## src/rtl/core/wavi2s_pkg.sv

```systemverilog
package wavi2s_pkg;

    // result kinds
    localparam logic [1:0] KIND_HEADER = 2'd0;
    localparam logic [1:0] KIND_FRAME  = 2'd1;
    localparam logic [1:0] KIND_ERROR  = 2'd2;

    // error codes
    localparam logic [2:0] ERR_NONE        = 3'd0;
    localparam logic [2:0] ERR_BAD_TAG     = 3'd1;
    localparam logic [2:0] ERR_FMT_SMALL   = 3'd2;
    localparam logic [2:0] ERR_NO_FMT      = 3'd3;
    localparam logic [2:0] ERR_UNSUPPORTED = 3'd4;
    localparam logic [2:0] ERR_TRUNCATED   = 3'd5;

    // chunk tags, big-endian as they arrive
    localparam logic [31:0] TAG_RIFF = 32'h5249_4646;
    localparam logic [31:0] TAG_WAVE = 32'h5741_5645;
    localparam logic [31:0] TAG_FMT  = 32'h666D_7420;
    localparam logic [31:0] TAG_DATA = 32'h6461_7461;

    localparam logic [15:0] FORMAT_PCM  = 16'd1;
    localparam logic [15:0] SAMPLE_BITS = 16'd16;
    localparam logic [31:0] FMT_BODY_LEN = 32'd16;

    typedef struct packed {
        logic [1:0]         kind;
        logic signed [31:0] left_sample;
        logic signed [31:0] right_sample;
        logic [31:0]        rate_hz;
        logic [15:0]        channel_count;
        logic [31:0]        data_length;
        logic [2:0]         error_code;
        logic               last;
    } result_t;

endpackage

```

## src/rtl/core/wavi2s_parser.sv

```systemverilog
module wavi2s_parser (
    input  logic                 clk,
    input  logic                 rst_n,
    input  logic                 step,
    input  logic [7:0]           data_byte,
    input  logic                 first_byte,
    input  logic                 end_of_file,
    output logic                 res_valid,
    output wavi2s_pkg::result_t  res
);
    import wavi2s_pkg::*;

    localparam logic [2:0] PH_RIFF = 3'd0;
    localparam logic [2:0] PH_HDR  = 3'd1;
    localparam logic [2:0] PH_FMT  = 3'd2;
    localparam logic [2:0] PH_SKIP = 3'd3;
    localparam logic [2:0] PH_DATA = 3'd4;
    localparam logic [2:0] PH_DONE = 3'd5;

    logic [2:0]  phase_reg,    phase_next,    cur_phase;
    logic [3:0]  cnt_reg,      cnt_next,      cur_cnt;
    logic [31:0] tag_reg,      tag_next,      cur_tag;
    logic [31:0] len_reg,      len_next,      cur_len;
    logic [15:0] format_reg,   format_next,   cur_format;
    logic [15:0] channels_reg, channels_next, cur_channels;
    logic [31:0] rate_reg,     rate_next,     cur_rate;
    logic [15:0] bits_reg,     bits_next,     cur_bits;
    logic        seen_reg,     seen_next,     cur_seen;
    logic [31:0] remain_reg,   remain_next,   cur_remain;
    logic [23:0] sbytes_reg,   sbytes_next,   cur_sbytes;
    logic [1:0]  idx_reg,      idx_next,      cur_idx;

    logic [31:0] tag_shift;
    logic [31:0] fmt_extra;
    logic        mono;
    logic        frame_last;

    function automatic result_t error_result(input logic [2:0] code);
        result_t r;
        r            = '0;
        r.kind       = KIND_ERROR;
        r.error_code = code;
        return r;
    endfunction

    always_comb
    begin
        // first_byte restarts from the reset state
        cur_phase    = first_byte ? PH_RIFF : phase_reg;
        cur_cnt      = first_byte ? 4'd0    : cnt_reg;
        cur_tag      = first_byte ? 32'd0   : tag_reg;
        cur_len      = first_byte ? 32'd0   : len_reg;
        cur_format   = first_byte ? 16'd0   : format_reg;
        cur_channels = first_byte ? 16'd0   : channels_reg;
        cur_rate     = first_byte ? 32'd0   : rate_reg;
        cur_bits     = first_byte ? 16'd0   : bits_reg;
        cur_seen     = first_byte ? 1'b0    : seen_reg;
        cur_remain   = first_byte ? 32'd0   : remain_reg;
        cur_sbytes   = first_byte ? 24'd0   : sbytes_reg;
        cur_idx      = first_byte ? 2'd0    : idx_reg;

        phase_next    = cur_phase;
        cnt_next      = cur_cnt;
        tag_next      = cur_tag;
        len_next      = cur_len;
        format_next   = cur_format;
        channels_next = cur_channels;
        rate_next     = cur_rate;
        bits_next     = cur_bits;
        seen_next     = cur_seen;
        remain_next   = cur_remain;
        sbytes_next   = cur_sbytes;
        idx_next      = cur_idx;

        tag_shift  = {cur_tag[23:0], data_byte};
        fmt_extra  = cur_len - FMT_BODY_LEN;
        mono       = (cur_channels == 16'd1);
        frame_last = 1'b0;

        res_valid = 1'b0;
        res       = '0;

        unique case (cur_phase)
            PH_RIFF:
            begin
                tag_next = tag_shift;
                // len doubles as the bad RIFF tag flag here
                if (cur_cnt == 4'd3 && tag_shift != TAG_RIFF)
                begin
                    len_next = 32'd1;
                end
                if (cur_cnt >= 4'd11)
                begin
                    if (len_next != 32'd0 || tag_shift != TAG_WAVE)
                    begin
                        phase_next = PH_DONE;
                        res_valid  = 1'b1;
                        res        = error_result(ERR_BAD_TAG);
                    end
                    else
                    begin
                        phase_next = PH_HDR;
                        cnt_next   = 4'd0;
                        len_next   = 32'd0;
                    end
                end
                else
                begin
                    cnt_next = cur_cnt + 4'd1;
                end
            end
            PH_HDR:
            begin
                if (cur_cnt < 4'd4)
                begin
                    tag_next = tag_shift;
                end
                else if (cur_cnt == 4'd4)
                begin
                    len_next = {24'd0, data_byte};
                end
                else
                begin
                    len_next = cur_len | ({24'd0, data_byte} << {cur_cnt[1:0], 3'b000});
                end
                if (cur_cnt >= 4'd7)
                begin
                    cnt_next = 4'd0;
                    if (tag_next == TAG_FMT)
                    begin
                        if (len_next < FMT_BODY_LEN)
                        begin
                            phase_next = PH_DONE;
                            res_valid  = 1'b1;
                            res        = error_result(ERR_FMT_SMALL);
                        end
                        else
                        begin
                            phase_next = PH_FMT;
                        end
                    end
                    else if (tag_next == TAG_DATA)
                    begin
                        if (!cur_seen)
                        begin
                            phase_next = PH_DONE;
                            res_valid  = 1'b1;
                            res        = error_result(ERR_NO_FMT);
                        end
                        else
                        begin
                            res_valid         = 1'b1;
                            res.rate_hz       = cur_rate;
                            res.channel_count = cur_channels;
                            res.data_length   = len_next;
                            if (cur_format != FORMAT_PCM || cur_bits != SAMPLE_BITS
                                || (cur_channels != 16'd1 && cur_channels != 16'd2))
                            begin
                                phase_next     = PH_DONE;
                                res.kind       = KIND_ERROR;
                                res.error_code = ERR_UNSUPPORTED;
                            end
                            else
                            begin
                                res.kind    = KIND_HEADER;
                                remain_next = len_next;
                                sbytes_next = 24'd0;
                                idx_next    = 2'd0;
                                phase_next  = (len_next != 32'd0) ? PH_DATA : PH_DONE;
                            end
                        end
                    end
                    else
                    begin
                        // skip an unknown chunk, plus its pad byte
                        remain_next = len_next;
                        phase_next  = (len_next == 32'd0 && !len_next[0]) ? PH_HDR : PH_SKIP;
                    end
                end
                else
                begin
                    cnt_next = cur_cnt + 4'd1;
                end
            end
            PH_FMT:
            begin
                unique case (cur_cnt)
                    4'd0:    format_next[7:0]    = data_byte;
                    4'd1:    format_next[15:8]   = data_byte;
                    4'd2:    channels_next[7:0]  = data_byte;
                    4'd3:    channels_next[15:8] = data_byte;
                    4'd4:    rate_next[7:0]      = data_byte;
                    4'd5:    rate_next[15:8]     = data_byte;
                    4'd6:    rate_next[23:16]    = data_byte;
                    4'd7:    rate_next[31:24]    = data_byte;
                    4'd14:   bits_next[7:0]      = data_byte;
                    4'd15:   bits_next[15:8]     = data_byte;
                    default: ;
                endcase
                if (cur_cnt == 4'd15)
                begin
                    seen_next   = 1'b1;
                    cnt_next    = 4'd0;
                    remain_next = fmt_extra;
                    phase_next  = (fmt_extra == 32'd0 && !cur_len[0]) ? PH_HDR : PH_SKIP;
                end
                else
                begin
                    cnt_next = cur_cnt + 4'd1;
                end
            end
            PH_SKIP:
            begin
                if (cur_remain != 32'd0)
                begin
                    remain_next = cur_remain - 32'd1;
                end
                else
                begin
                    len_next[0] = 1'b0;
                end
                if (remain_next == 32'd0 && !len_next[0])
                begin
                    phase_next = PH_HDR;
                    cnt_next   = 4'd0;
                end
            end
            PH_DATA:
            begin
                remain_next = cur_remain - 32'd1;
                frame_last  = (mono ? (remain_next < 32'd2) : (remain_next < 32'd4))
                              || end_of_file;
                if (mono && cur_idx == 2'd1)
                begin
                    res_valid        = 1'b1;
                    res.kind         = KIND_FRAME;
                    res.left_sample  = {data_byte, cur_sbytes[7:0], 16'd0};
                    res.right_sample = {data_byte, cur_sbytes[7:0], 16'd0};
                    res.last         = frame_last;
                    idx_next         = 2'd0;
                end
                else if (!mono && cur_idx == 2'd3)
                begin
                    res_valid        = 1'b1;
                    res.kind         = KIND_FRAME;
                    res.left_sample  = {cur_sbytes[15:0], 16'd0};
                    res.right_sample = {data_byte, cur_sbytes[23:16], 16'd0};
                    res.last         = frame_last;
                    idx_next         = 2'd0;
                end
                else
                begin
                    unique case (cur_idx)
                        2'd0:    sbytes_next[7:0]   = data_byte;
                        2'd1:    sbytes_next[15:8]  = data_byte;
                        2'd2:    sbytes_next[23:16] = data_byte;
                        default: ;
                    endcase
                    idx_next = cur_idx + 2'd1;
                end
                if (remain_next == 32'd0)
                begin
                    phase_next = PH_DONE;
                end
            end
            default: ;
        endcase

        if (end_of_file)
        begin
            // header never completed
            if (!res_valid && (cur_phase == PH_RIFF || cur_phase == PH_HDR
                               || cur_phase == PH_FMT || cur_phase == PH_SKIP))
            begin
                res_valid = 1'b1;
                res       = error_result(ERR_TRUNCATED);
            end
            phase_next = PH_DONE;
        end
    end

    always_ff @(posedge clk or negedge rst_n)
    begin
        if (!rst_n)
        begin
            phase_reg    <= PH_RIFF;
            cnt_reg      <= 4'd0;
            tag_reg      <= 32'd0;
            len_reg      <= 32'd0;
            format_reg   <= 16'd0;
            channels_reg <= 16'd0;
            rate_reg     <= 32'd0;
            bits_reg     <= 16'd0;
            seen_reg     <= 1'b0;
            remain_reg   <= 32'd0;
            sbytes_reg   <= 24'd0;
            idx_reg      <= 2'd0;
        end
        else if (step)
        begin
            phase_reg    <= phase_next;
            cnt_reg      <= cnt_next;
            tag_reg      <= tag_next;
            len_reg      <= len_next;
            format_reg   <= format_next;
            channels_reg <= channels_next;
            rate_reg     <= rate_next;
            bits_reg     <= bits_next;
            seen_reg     <= seen_next;
            remain_reg   <= remain_next;
            sbytes_reg   <= sbytes_next;
            idx_reg      <= idx_next;
        end
    end

`ifndef SYNTHESIS
    a_frame_from_data: assert property (@(posedge clk) disable iff (!rst_n)
        (step && res_valid && res.kind == KIND_FRAME)
            |=> (phase_reg == PH_DATA || phase_reg == PH_DONE))
        else $error("frame emitted outside data chunk");

    a_error_ends_parse: assert property (@(posedge clk) disable iff (!rst_n)
        (step && res_valid && res.kind == KIND_ERROR) |=> (phase_reg == PH_DONE))
        else $error("parser kept running after error");

    a_eof_ends_parse: assert property (@(posedge clk) disable iff (!rst_n)
        (step && end_of_file) |=> (phase_reg == PH_DONE))
        else $error("parser kept running after end of file");

    a_mono_index: assert property (@(posedge clk) disable iff (!rst_n)
        (phase_reg == PH_DATA && channels_reg == 16'd1) |-> (idx_reg <= 2'd1))
        else $error("mono sample index out of range");
`endif

endmodule

```

## src/rtl/core/wav_pcm16_to_i2s_frames.sv

```systemverilog
// path: an accepted byte waits in the input register stage, is parsed once the
//   output stage can take a result, and its result (if any) is registered there
// throughput: one byte per cycle when not stalled; all chunk state updates in one pass
// results appear for the header, each completed frame, or an error; other bytes none
// reset (rst_n, async, active low) empties both register stages and puts the
//   parser at file offset zero; first_byte also restarts parsing at any time
module wav_pcm16_to_i2s_frames (
    input  logic               clk,
    input  logic               rst_n,
    // byte channel
    input  logic               in_valid,
    output logic               in_stall,
    input  logic [7:0]         data_byte,
    input  logic               first_byte,
    input  logic               end_of_file,
    // result channel
    output logic               out_valid,
    input  logic               out_stall,
    output logic [1:0]         kind,
    output logic signed [31:0] left_sample,
    output logic signed [31:0] right_sample,
    output logic [31:0]        rate_hz,
    output logic [15:0]        channel_count,
    output logic [31:0]        data_length,
    output logic [2:0]         error_code,
    output logic               last
);
    import wavi2s_pkg::*;

    // input register stage
    logic       in_valid_reg, in_valid_next;
    logic [7:0] byte_reg;
    logic       first_reg;
    logic       eof_reg;

    // output register stage
    logic       out_valid_reg, out_valid_next;
    result_t    out_reg;

    logic       advance;   // output stage can take a new result
    logic       step;      // held byte goes through the parser this cycle
    logic       accept;    // new request taken into the input stage
    logic       res_valid;
    result_t    res;

    assign advance  = !out_valid_reg || !out_stall;
    assign step     = in_valid_reg && advance;
    // input stage frees itself in the same cycle it hands its byte on
    assign in_stall = in_valid_reg && !advance;
    assign accept   = in_valid && !in_stall;

    always_comb
    begin
        if (accept)
        begin
            in_valid_next = 1'b1;
        end
        else if (step)
        begin
            in_valid_next = 1'b0;
        end
        else
        begin
            in_valid_next = in_valid_reg;
        end
    end

    // a byte that causes no result simply leaves the output stage empty
    assign out_valid_next = advance ? (step && res_valid) : out_valid_reg;

    always_ff @(posedge clk or negedge rst_n)
    begin
        if (!rst_n)
        begin
            in_valid_reg  <= 1'b0;
            out_valid_reg <= 1'b0;
        end
        else
        begin
            in_valid_reg  <= in_valid_next;
            out_valid_reg <= out_valid_next;
        end
    end

    // payload registers, no reset needed
    always_ff @(posedge clk)
    begin
        if (accept)
        begin
            byte_reg  <= data_byte;
            first_reg <= first_byte;
            eof_reg   <= end_of_file;
        end
        if (step && res_valid)
        begin
            out_reg <= res;
        end
    end

    wavi2s_parser u_parser (
        .clk         (clk),
        .rst_n       (rst_n),
        .step        (step),
        .data_byte   (byte_reg),
        .first_byte  (first_reg),
        .end_of_file (eof_reg),
        .res_valid   (res_valid),
        .res         (res)
    );

    assign out_valid     = out_valid_reg;
    assign kind          = out_reg.kind;
    assign left_sample   = out_reg.left_sample;
    assign right_sample  = out_reg.right_sample;
    assign rate_hz       = out_reg.rate_hz;
    assign channel_count = out_reg.channel_count;
    assign data_length   = out_reg.data_length;
    assign error_code    = out_reg.error_code;
    assign last          = out_reg.last;

endmodule

```

## config.mk

```make
export PLATFORM = sky130hd
export DESIGN_NAME = wav_pcm16_to_i2s_frames
export DESIGN_NICKNAME = d
export VERILOG_FILES = /design/src/rtl/core/wavi2s_pkg.sv /design/src/rtl/core/wavi2s_parser.sv /design/src/rtl/core/wav_pcm16_to_i2s_frames.sv
export SDC_FILE = /design/constraint.sdc
export NUM_CORES = 1
export LEC_CHECK = 0
export ABC_AREA = 1
export BUFFER_PORTS_ARGS = -buffer_cell sky130_fd_sc_hd__buf_2
export CAP_MARGIN = 20
export CORE_ASPECT_RATIO = 1.75
export CORE_UTILIZATION = 40
export DETAILED_ROUTE_END_ITERATION = 10
export GPL_TIMING_DRIVEN = 0
export PLACE_DENSITY = 0.67
export SETUP_SLACK_MARGIN = 0.5
export SYNTH_ARGS = -nofsm -noshare
export SYNTH_HDL_FRONTEND = slang
export SYNTH_SLANG_ARGS = --single-unit
```

## constraint.sdc

```tcl
create_clock -name clk -period 7.37 [get_ports clk]
set_clock_uncertainty 0.1 [all_clocks]
set_input_delay 1.474 -clock clk [delete_from_list [all_inputs] [get_ports clk]]
set_output_delay 1.474 -clock clk [all_outputs]
set_load 0.005 [all_outputs]
```

Yosys cells after proc, flatten, opt, wreduce, memory -nomap -nowiden
Cells that the tools add are included.
{ "totals": {"ff_bits": 372, "input_bits": 14, "out_inout_bits": 152, "word_cells": 227} }
{ "classes": {"add_sub_neg": 4, "magnitude_cmp": 6, "eq_ne": 25, "shift": 1, "muxes": 125, "n_bitwise": 1, "reduce_logical": 40} }
{ "op_table": {"columns": ["op", "n"], "rows": [
  ["$mux W150", 8],
  ["$mux W32", 22],
  ["$pmux W66 S3", 1],
  ["$mux W24", 8],
  ["$pmux W83 S2", 1],
  ["$logic_not A32 Y1", 4],
  ["$pmux W32 S4", 1],
  ["$mux W8", 13],
  ["$mux W16", 6],
  ["$reduce_bool A32 Y1", 3],
  ["$mux W83", 1],
  ["$mux W66", 1],
  ["$mux W65", 1],
  ["$eq A32 B31 Y1 const B", 2],
  ["$ne A32 B31 Y1 const B", 2],
  ["$pmux W32 S2", 1],
  ["$pmux W31 S2", 1],
  ["$pmux W24 S2", 1],
  ["$mux W3", 14],
  ["$lt A32 B2 Y1 const B", 1],
  ["$lt A32 B3 Y1 const B", 1],
  ["$lt A32 B5 Y1 const B", 1],
  ["$ne A16 B1 Y1 const B", 2],
  ["$or A32 B32 Y32", 1],
  ["other kinds (34)", 105]
]} }

Logic depth before layout (Yosys ltp)
Gate-level depths: netlist (run 1).
{ "logic_depth": {"word_depth": 16, "depth_mapped": 25, "mapped_depth_nobuf": 21} }

Modules after synthesis
Synthesis (run 1) repeated with hierarchy kept, for this count alone.
{ "unflattened": {"cells_unflattened": 2990, "area_unflattened_um2": 22275.1} }
{ "modules_own_cells": {"columns": ["mod", "n_inst", "cells_per_inst", "area_per_inst_um2", "seq_area_each_um2"], "rows": [
  ["wavi2s_parser", 1, 2815, 17369.2, 5255.0],
  ["wav_pcm16_to_i2s_frames", 1, 175, 4906.0, 4854.7]
]} }

Worst setup path after synthesis (run 1)
No wires, ideal clock.
{ "synth_path": {"path_kind": "reg2reg", "start": "register first_reg", "end": "register out_reg, in the netlist channel_count[0], enable pin", "setup_time_ns": 0.471, "arrival_time_ns": 5.594, "t_required_ns": 6.799, "slack_ns": 1.205, "path_stages_with_launch": 23, "path_buffers": 8, "period_less_slack_ns": 6.165, "path_cell_list": "edfxtp_1 inv_2 buf_6 buf_6 buf_6 buf_2 buf_2 clkbuf_1 buf_2 buf_2 nand2_1 inv_1 ha_1 clkinv_1 nor2_4 inv_2 nand2_4 inv_2 nor2_2 inv_2 o2111ai_1 nand2_1 inv_1"} }
{ "synth_via": {"elab_chain_cells": 16, "elab_cells_between_ends": 56, "classes_between": "4 x order compare; 13 x eq/ne; 1 x shift; 24 x mux; 1 x bitwise; 13 x reduce/logical"} }
{ "synth_lines": {"columns": ["element", "line_no", "rtl"], "rows": [
  ["start: declaration", "wav_pcm16_to_i2s_frames.sv:33", "logic first_reg;"],
  ["start signal: assignment", "wav_pcm16_to_i2s_frames.sv:91", "first_reg <= first_byte;"],
  ["$mux W4", "wavi2s_parser.sv:50", "cur_cnt = first_byte ? 4'd0 : cnt_reg;"],
  ["$shl A8 B5 Y32", "wavi2s_parser.sv:124", "len_next = cur_len | ({24'd0, data_byte} << {cur_cnt[1:0], 3'b000});"],
  ["$or A32 B32 Y32", "wavi2s_parser.sv:124", null],
  ["$mux W32", "wavi2s_parser.sv:118", "else if (cur_cnt == 4'd4)"],
  ["$mux W32", "wavi2s_parser.sv:114", "if (cur_cnt < 4'd4)"],
  ["$mux W32", "wavi2s_parser.sv:83", "unique case (cur_phase)"],
  ["$lt A32 B5 Y1", "wavi2s_parser.sv:131", "if (len_next < FMT_BODY_LEN)"],
  ["$mux W1", "wavi2s_parser.sv:131", null],
  ["$mux W1", "wavi2s_parser.sv:129", "if (tag_next == TAG_FMT)"],
  ["$mux W1", "wavi2s_parser.sv:126", "if (cur_cnt >= 4'd7)"],
  ["$pmux W1 S3", "wavi2s_parser.sv:83", null],
  ["$logic_not A1 Y1", "wavi2s_parser.sv:272", "if (!res_valid && (cur_phase == PH_RIFF || cur_phase == PH_HDR"],
  ["$logic_and A1 B1 Y1", "wavi2s_parser.sv:272", null],
  ["$mux W1", "wavi2s_parser.sv:272", null],
  ["$mux W1 *", "wavi2s_parser.sv:269", "if (end_of_file)"],
  ["$logic_and A1 B1 Y1 *", "wav_pcm16_to_i2s_frames.sv:94", "if (step && res_valid)"],
  ["end signal: assignment", "wav_pcm16_to_i2s_frames.sv:96", "out_reg <= res;"],
  ["end: declaration", "wav_pcm16_to_i2s_frames.sv:38", "result_t out_reg;"]
]} }
Mark *: on every way between the ends. The rest lies on a longest branch, timed or not. The select of a mux whose other input is x is not followed.
A chain may end at the register's enable or synchronous reset.

Final worst setup path (run 1)
{ "layout_path": {"start": "register first_reg", "end": "register out_reg, in the netlist left_sample[31], enable pin"} }
The elaborated chain is that of the path after synthesis.

==> results of run 1 <==
-- final timing paths --
path,to,slack [ns],cells after the start
max in group asynchronous,u_parser.rate_reg[6]$_DFFE_PN0P_,5.05,2
min in group asynchronous,u_parser.tag_reg[11]$_DFFE_PN0P_,0.85,1
hold reg to reg,u_parser.len_reg[4]$_DFFE_PN0P_,0.38,2
hold / removal,u_parser.len_reg[4]$_DFFE_PN0P_,0.38,2
setup reg to reg,left_sample[31]$_DFFE_PP_,0.68,23
setup / recovery,left_sample[31]$_DFFE_PP_,0.68,23
-- per-stage QoR --
step                      hold slack (ns)  utilization, %
after floorplan                     0.342               -
after global placement              0.357            43.4
after detailed placement            0.365            43.5
after CTS                           0.381            45.7
after global routing                0.401            45.8
final                               0.381            45.8
-- synth_stat cells, types with 3 or more instances --
cell / instances
a2111oi_0: 3
a211oi_1: 12
a21oi_1: 145
a221oi_1: 4
a31oi_1: 21
and2_1: 11
buf_1: 14
buf_2: 41
buf_4: 36
buf_6: 12
clkbuf_1: 98
clkinv_1: 5
dfrtp_1: 212
edfxtp_1: 128
ha_1: 13
inv_1: 331
inv_2: 11
nand2_1: 973
nand2_2: 7
nand3_1: 223
nand3_2: 5
nand3b_1: 13
nand4_1: 57
nor2_1: 409
nor2_2: 10
nor3_1: 24
nor3_2: 3
nor4_1: 9
o2111ai_1: 3
o211ai_1: 40
o21ai_0: 255
o21ai_1: 39
o221ai_1: 17
o22ai_1: 67
or2_2: 13
xor2_1: 19
-- cell type report --
| class | count | area share (%) |
|---|---|---|
| plain buffers | 202 | 4.06 |
| flip-flops and latches | 340 | 35.6 |
| clock buffers | 41 | 3.66 |
| well taps | 702 | 3.42 |
| diodes | 2 | 0.0195 |
| clock inverters | 21 | 1.13 |
| inverters | 347 | 5.09 |
| repair buffers | 136 | 2.94 |
| multi-input cells | 2451 | 44.1 |
-- logic make-up after synthesis --
kind of cell | Yosys count | share of synthesized area [%]
XOR/XNOR | 20 | 0.772
buffers and inverters | 549 | 10.3
AND/OR/NAND/NOR | 1769 | 32.6
adder cells (fa/ha/maj) | 13 | 0.716
other | 1 | 0.0165
flip-flops | 340 | 40.3
AO/OA/AOI/OAI | 617 | 15.3
-- placed cells by master, fill, tap and decap left out, drive strengths merged, types with 67 or more instances in the layout --
| master | count |
|---|---|
| nand2 | 982 |
| nor2 | 421 |
| inv | 342 |
| o21ai | 294 |
| buf | 236 |
| nand3 | 228 |
| dfrtp | 212 |
| a21oi | 145 |
| clkbuf | 143 |
| edfxtp | 128 |
| o22ai | 67 |
-- worst max-delay path: stages, from the launching register on --
cell,delay [ns]
edfxtp_1,0.52
inv_2,0.17
buf_6,0.23
buf_6,0.26
buf_6,0.21
buf_2,0.34
clkbuf_4,0.39
clkbuf_2,0.36
buf_2,0.40
clkbuf_4,0.38
nand2_1,0.21
inv_1,0.13
ha_1,0.15
clkinv_1,0.34
nor2_4,0.40
inv_2,0.18
nand2_4,0.17
inv_2,0.08
nor2_2,0.16
inv_2,0.10
o2111ai_1,0.11
nand2_1,0.19
inv_6,0.35
clkbuf_16,0.35
-- power by group through the flow --
stage / registers, mW / clock network (mW) / logic, mW
5_1_grt: 2.46 / 2.05 / 2.68
6_report: 2.44 / 1.98 / 2.48
2_1_floorplan: 2.41 / 0 / 1.56
3_3_place_gp: 2.47 / 0 / 2.33
3_5_place_dp: 2.46 / 0 / 2.36
4_1_cts: 2.43 / 1.99 / 2.36
-- per-layer routing --
metal | up-vias | GRT usage [%] | share of wire [%]
met3 | 548 | 7.56 | 8.3
met1 | 11500 | 37.1 | 33
met4 | 4 | 35.6 | 11
met5 | - | 0 | 0.024
li1 | 11300 | - | -
met2 | 1454 | 60.9 | 47
-- repair_timing --
action / CTS / global route
endpoints found under the setup margin: 96 / 96
setup buffers: 0 / 0
gates cloned: 0 / 1
resized for setup: 1 / 2
==> flow_summary_export.csv, run 1 <==
group,metric,value,unit
die,rows,115,
grt,grt_pass1_wl,152,mm
yosys,async_flop_share,62.4,%
yosys,ys_seq_area_share,40.3,%
sta,tns,0,ns
sta,slew_violations,0,
power_and_ir_drop,switching_share,41.2,%
finish,drive_gt1_share,9.61,%
finish,finish.instance_area,25700,µm²
power_and_ir_drop,power.share.clock,28.7,%
power_and_ir_drop,p_sw,2.84,mW
grt,grt_max_degree,114,
grt,grt_usage,36.2,%
critical_path,worst_setup_path_start_kind,"register",
clock_network,cts.htree.levels,2,
place,hpwlAfterDp,78.2,mm
outcome,status,"complete, no violations",
yosys,syn_area,22700,µm²
yosys,ys_types,57,
critical_path,r2r-start,"first_reg$_DFFE_PP_",
detailed_routing,routed_via_density,5.84,
yosys,ys_ff_latch,340,
yosys,synth_warnings,0,
detailed_routing,routed_wl,105,mm
power_and_ir_drop,cellPowerDensity,268,nW/µm²
grt,overflow,0,
detailed_routing,via_count,24800,
critical_path,critPathKind,"reg -> reg",
clock_network,clock_latency,0.57,ns
power_and_ir_drop,power_frac_seq,35.4,%
hold_path,hold_path_class,"reg -> reg",
place,dpl_worst_slack,0.421,ns
finish,final-seq-area,9150,µm²
die,start_util,40.5,%
detailed_routing,wl_per_cell,24.7,µm
critical_path,worstSetupStartpoint,"first_reg$_DFFE_PP_",
clock_network,clk_transition_reported_paths,0.06,ns
detailed_routing,drtAntennaViolNets,0,
clock_network,clock-sinks,340,
sta,rsz0062_at_grt,"false",
place,port_buffers,133,
sta,finalHoldViolations,0,
sta,worstMarginPinSlew,1.17,ns
place,dp_cells,4177,
finish,fin_nets,3539,
sta,slew_headroom,21.9,%
die,die_area,57800,µm²
sta,fin_crit,6.69,ns
critical_path,crit_path_end_kind,"register",
critical_path,cp_max_fo,48,
clock_network,numCtsBuffers,34,
clock_network,cts_root_buffer,"clkbuf_16",
power_and_ir_drop,p_comb_share,35.9,%
place,gp_congestion,1.09,
sta,finalSetupViolCount,0,
sta,setup_slack,0.681,ns
clock_network,clock_path_buffers,3,
yosys,synth_area_per_cell,6.86,µm²
die,die_w,182,µm
yosys,synth.top_cell.area_share,23.4,%
power_and_ir_drop,power.leakage,12.4,nW
power_and_ir_drop,power,6.89,mW
critical_path,critical_path_arrival,6.82,ns
critical_path,worst_ep_required_time,7.50,ns
yosys,synth_edf_count,128,
detailed_routing,drc,0,
die,core,56100,µm²
die,die_y,317,µm
sta,clock.fmax,149,MHz
hold_path,hold_path_startpoint,"u_parser.len_reg[4]$_DFFE_PN0P_",
detailed_routing,first_pass_iters,5,
place,dpl_cell_area,24400,µm²
yosys,synth_top_area_cell,"dfrtp_1",
yosys,synth_top_cells_by_area,"dfrtp_1, edfxtp_1, nand2_1",
sta,fin_crit_sh,90.8,%
finish,area_growth,13.2,%
yosys,synthCells,3309,
power_and_ir_drop,internal_power,4.05,mW
flow_run,maxCapViolCount,0,
yosys,synth_ff_type,"dfrtp_1",
finish,multi_input_area,11300,µm²
die,num_io_pins,166,
detailed_routing,first_iter_violations,2450,
grt,grt_pass1_vias,24200,
finish,final_cells,4242,
clock_network,cts_hold_buf,0,
clock_network,cts_tree,"yes",
finish,fillers,5932,
power_and_ir_drop,peakVddDrop,0.175,mV
grt,antenna_found_initial,4,
No activity file was read; power rests on OpenSTA's default activity.
==> run 2, diff against run 1 <==
Settings changed: PLACE_DENSITY 0.67 to 0.69, SYNTH_HIERARCHICAL from default to 1.
Clock period 7.37 ns to 5.9 ns, I/O delays scaled along.
==> run 2 against run 1 <==
  * Combinational power increased by 39%
  * Maximum frequency increased by 28%
  * Sequential power rose by 33%
  * Sequential share of layout area is 3.8 points higher
  * Via count fell by 5.8%
  * Register-to-register slack is essentially flat
  * Setup slack improved by 0.011 ns
  * Clock power is 36% higher
  * Critical path depth shrank 9
  * Flip-flop and latch count increased by 32
  * Utilization is 0.86 points higher
  * Die area is 1.9% lower
  * Critical endpoint is now left_sample[19]$_DFFE_PP_
==> flow_summary_export.csv, run 2 <==
group,metric,value,unit
yosys,yosysMostFrequentCell,"nand2_1",
detailed_routing,wl_per_cell,25.8,µm
clock_network,clk_transition_reported_paths,0.07,ns
grt,grt_pass1_wl,147,mm
place,dp_cells,3890,
power_and_ir_drop,cellPowerDensity,365,nW/µm²
die,core,55100,µm²
detailed_routing,via_count,23400,
sta,hold_ws,0.340,ns
clock_network,cts_tree,"yes",
detailed_routing,routed_wl,102,mm
finish,layout_common_cells,"nand2_1, nor2_1, inv_1",
grt,antenna_found_initial,0,
yosys,ys_seq_area_share,45.4,%
power_and_ir_drop,power.leakage,11.6,nW
die,start_util,40.5,%
finish,fin_nets,3264,
yosys,synthTopCellsByCount,"nand2_1, nor2_1, inv_1, o21ai_0, dfrtp_1",
power_and_ir_drop,peakVddDrop,0.189,mV
finish,area_growth,15.3,%
sta,fin_crit_sh,88.3,%
finish,drive_gt1_share,11.7,%
clock_network,numCtsBuffers,38,
place,dpl_cell_area,24300,µm²
detailed_routing,routed_via_density,5.89,
finish,post-route-util,46.7,%
yosys,async_flop_share,57.0,%
die,die_w,180,µm
sta,tns,0,ns
detailed_routing,first_pass_iters,6,
critical_path,r2r-start,"byte_reg[6]$_DFFE_PP_",
flow_run,maxCapViolCount,0,
critical_path,worst_ep_required_time,6.08,ns
grt,overflow,0,
sta,setup_slack,0.692,ns
clock_network,cts_hold_buf,0,
grt,grt_max_degree,110,
critical_path,reg2regPathDepth,14,
critical_path,worstPathCellList,"clkbuf_1, inv_1, nand2_1, o21ai_2, nor4_4, nand3_1, nand2_1, nand2_1, o2111ai_1, inv_1, nor2_4, buf_12, buf_12, buf_12",
yosys,synth_top_cells_by_area,"dfrtp_1, edfxtp_1, nand2_1",
critical_path,critPathKind,"reg -> reg",
yosys,syn_area,22300,µm²
yosys,synth_top_area_cell,"dfrtp_1",
grt,grt_pass1_vias,22600,
finish,final_cells,3965,
clock_network,clock_path_buffers,3,
critical_path,slowest_stage,"clkbuf_1",
die,die_y,314,µm
finish,finish.instance_area,25700,µm²
detailed_routing,drc,0,
yosys,synth_warnings,6,
outcome,status,"complete, no violations",
critical_path,cp_max_fo,29,
critical_path,crit_family,"buffers and inverters",
critical_path,crit_path_end_kind,"register",
critical_path,r2r-end,"left_sample[19]$_DFFE_PP_",
place,gp_congestion,1.05,
die,num_io_pins,166,
yosys,synth_ff_type,"dfrtp_1",
sta,finalHoldViolations,0,
critical_path,r2r_slack,0.69,ns
hold_path,hold_path_class,"in -> async",
sta,clock.fmax,192,MHz
yosys,synthCells,2990,
detailed_routing,drtAntennaViolNets,0,
yosys,ys_types,62,
critical_path,worst_setup_path_start_kind,"register",
die,die_area,56700,µm²
yosys,ys_ff_latch,372,
sta,fin_crit,5.21,ns
sta,slew_headroom,15.3,%
place,dpl_worst_slack,0.318,ns
clock_network,clock_latency,0.60,ns
sta,rsz0062_at_grt,"false",
sta,slew_violations,0,
clock_network,cts.htree.levels,2,
sta,finalSetupViolCount,0,
detailed_routing,first_iter_violations,2588,
critical_path,critical_path_arrival,5.39,ns
grt,grt_usage,36.0,%
critical_path,crit_buf_inv,6,
sta,worstMarginPinSlew,1.27,ns
clock_network,clock-sinks,372,
place,port_buffers,165,
yosys,synth_area_per_cell,7.45,µm²
yosys,synth.top_cell.area_share,23.8,%
critical_path,slowest_delay,0.77,ns
place,hpwlAfterDp,76.1,mm
clock_network,cts_root_buffer,"clkbuf_16",
power_and_ir_drop,power,9.38,mW
yosys,synth_edf_count,160,
die,rows,114,
finish,final_common_cell,"nand2_1",
==> run 2: cell types whose count changed after synthesis, moves of 21 or more <==
cell and delta:
nand3_1 -67, o211ai_1 -26, edfxtp_1 +32, inv_1 -24
nand2_1 -205, nor2_1 -21
==> run 2: how the worst max path moves through the flow <==
stage                           from                         end  slack (ns)  cells after the start
2_1_floorplan    first_reg$_DFFE_PP_  channel_count[0]$_DFFE_PP_        0.50                     20
3_3_place_gp     first_reg$_DFFE_PP_   data_length[14]$_DFFE_PP_       -2.04                     19
4_1_cts          first_reg$_DFFE_PP_   left_sample[23]$_DFFE_PP_        0.53                     23
5_1_grt          first_reg$_DFFE_PP_   left_sample[16]$_DFFE_PP_        0.53                     23
6_report       byte_reg[6]$_DFFE_PP_   left_sample[19]$_DFFE_PP_        0.69                     14
3_5_place_dp     first_reg$_DFFE_PP_   left_sample[23]$_DFFE_PP_        0.32                     22
==> run 2: routing by layer <==
layer | vias to the layer above | routed length [µm] | GRT usage (%)
met3 | 543 | 8360 | 7.30
met4 | 0 | 11400 | 34.0
met2 | 1481 | 48400 | 60.9
met1 | 10900 | 33900 | 37.4
met5 | - | 0 | 0
li1 | 10500 | - | -
==> run 2: layout make-up <==
cell class,count,area (µm²)
fill,5617,29400
multi-input combinational,2151,10200
sequential,372,10100
inverter,319,1210
timing repair buffer,177,1030
clock buffer,42,987
buffer,179,953
tap,696,871
clock inverter,28,367
antenna,1,2.50
==> run 2: what timing repair did <==
action	4_1_cts	5_1_grt
gates resized for setup	1	11
endpoints found under the hold margin	0	0
setup endpoints to repair	64	146
setup buffers	0	3
==> run 2: cells by family (layout without fill, tap and decap cells) <==
family,after synthesis,after routing,share of synthesized area [%]
AND/OR/NAND/NOR,1476,1476,27.9
AO/OA/AOI/OAI,616,616,15.9
buffers and inverters,498,745,9.58
other,1,33,0.0168
XOR/XNOR,15,15,0.590
adder cells (fa/ha/maj),12,12,0.674
flip-flops,372,372,45.4
==> run 2: power by group <==
part           leakage, nW  internal, mW  switching (mW)
clock                0.643          1.54            1.15
combinational         6.74         0.897            2.54
sequential            4.25          3.05           0.203
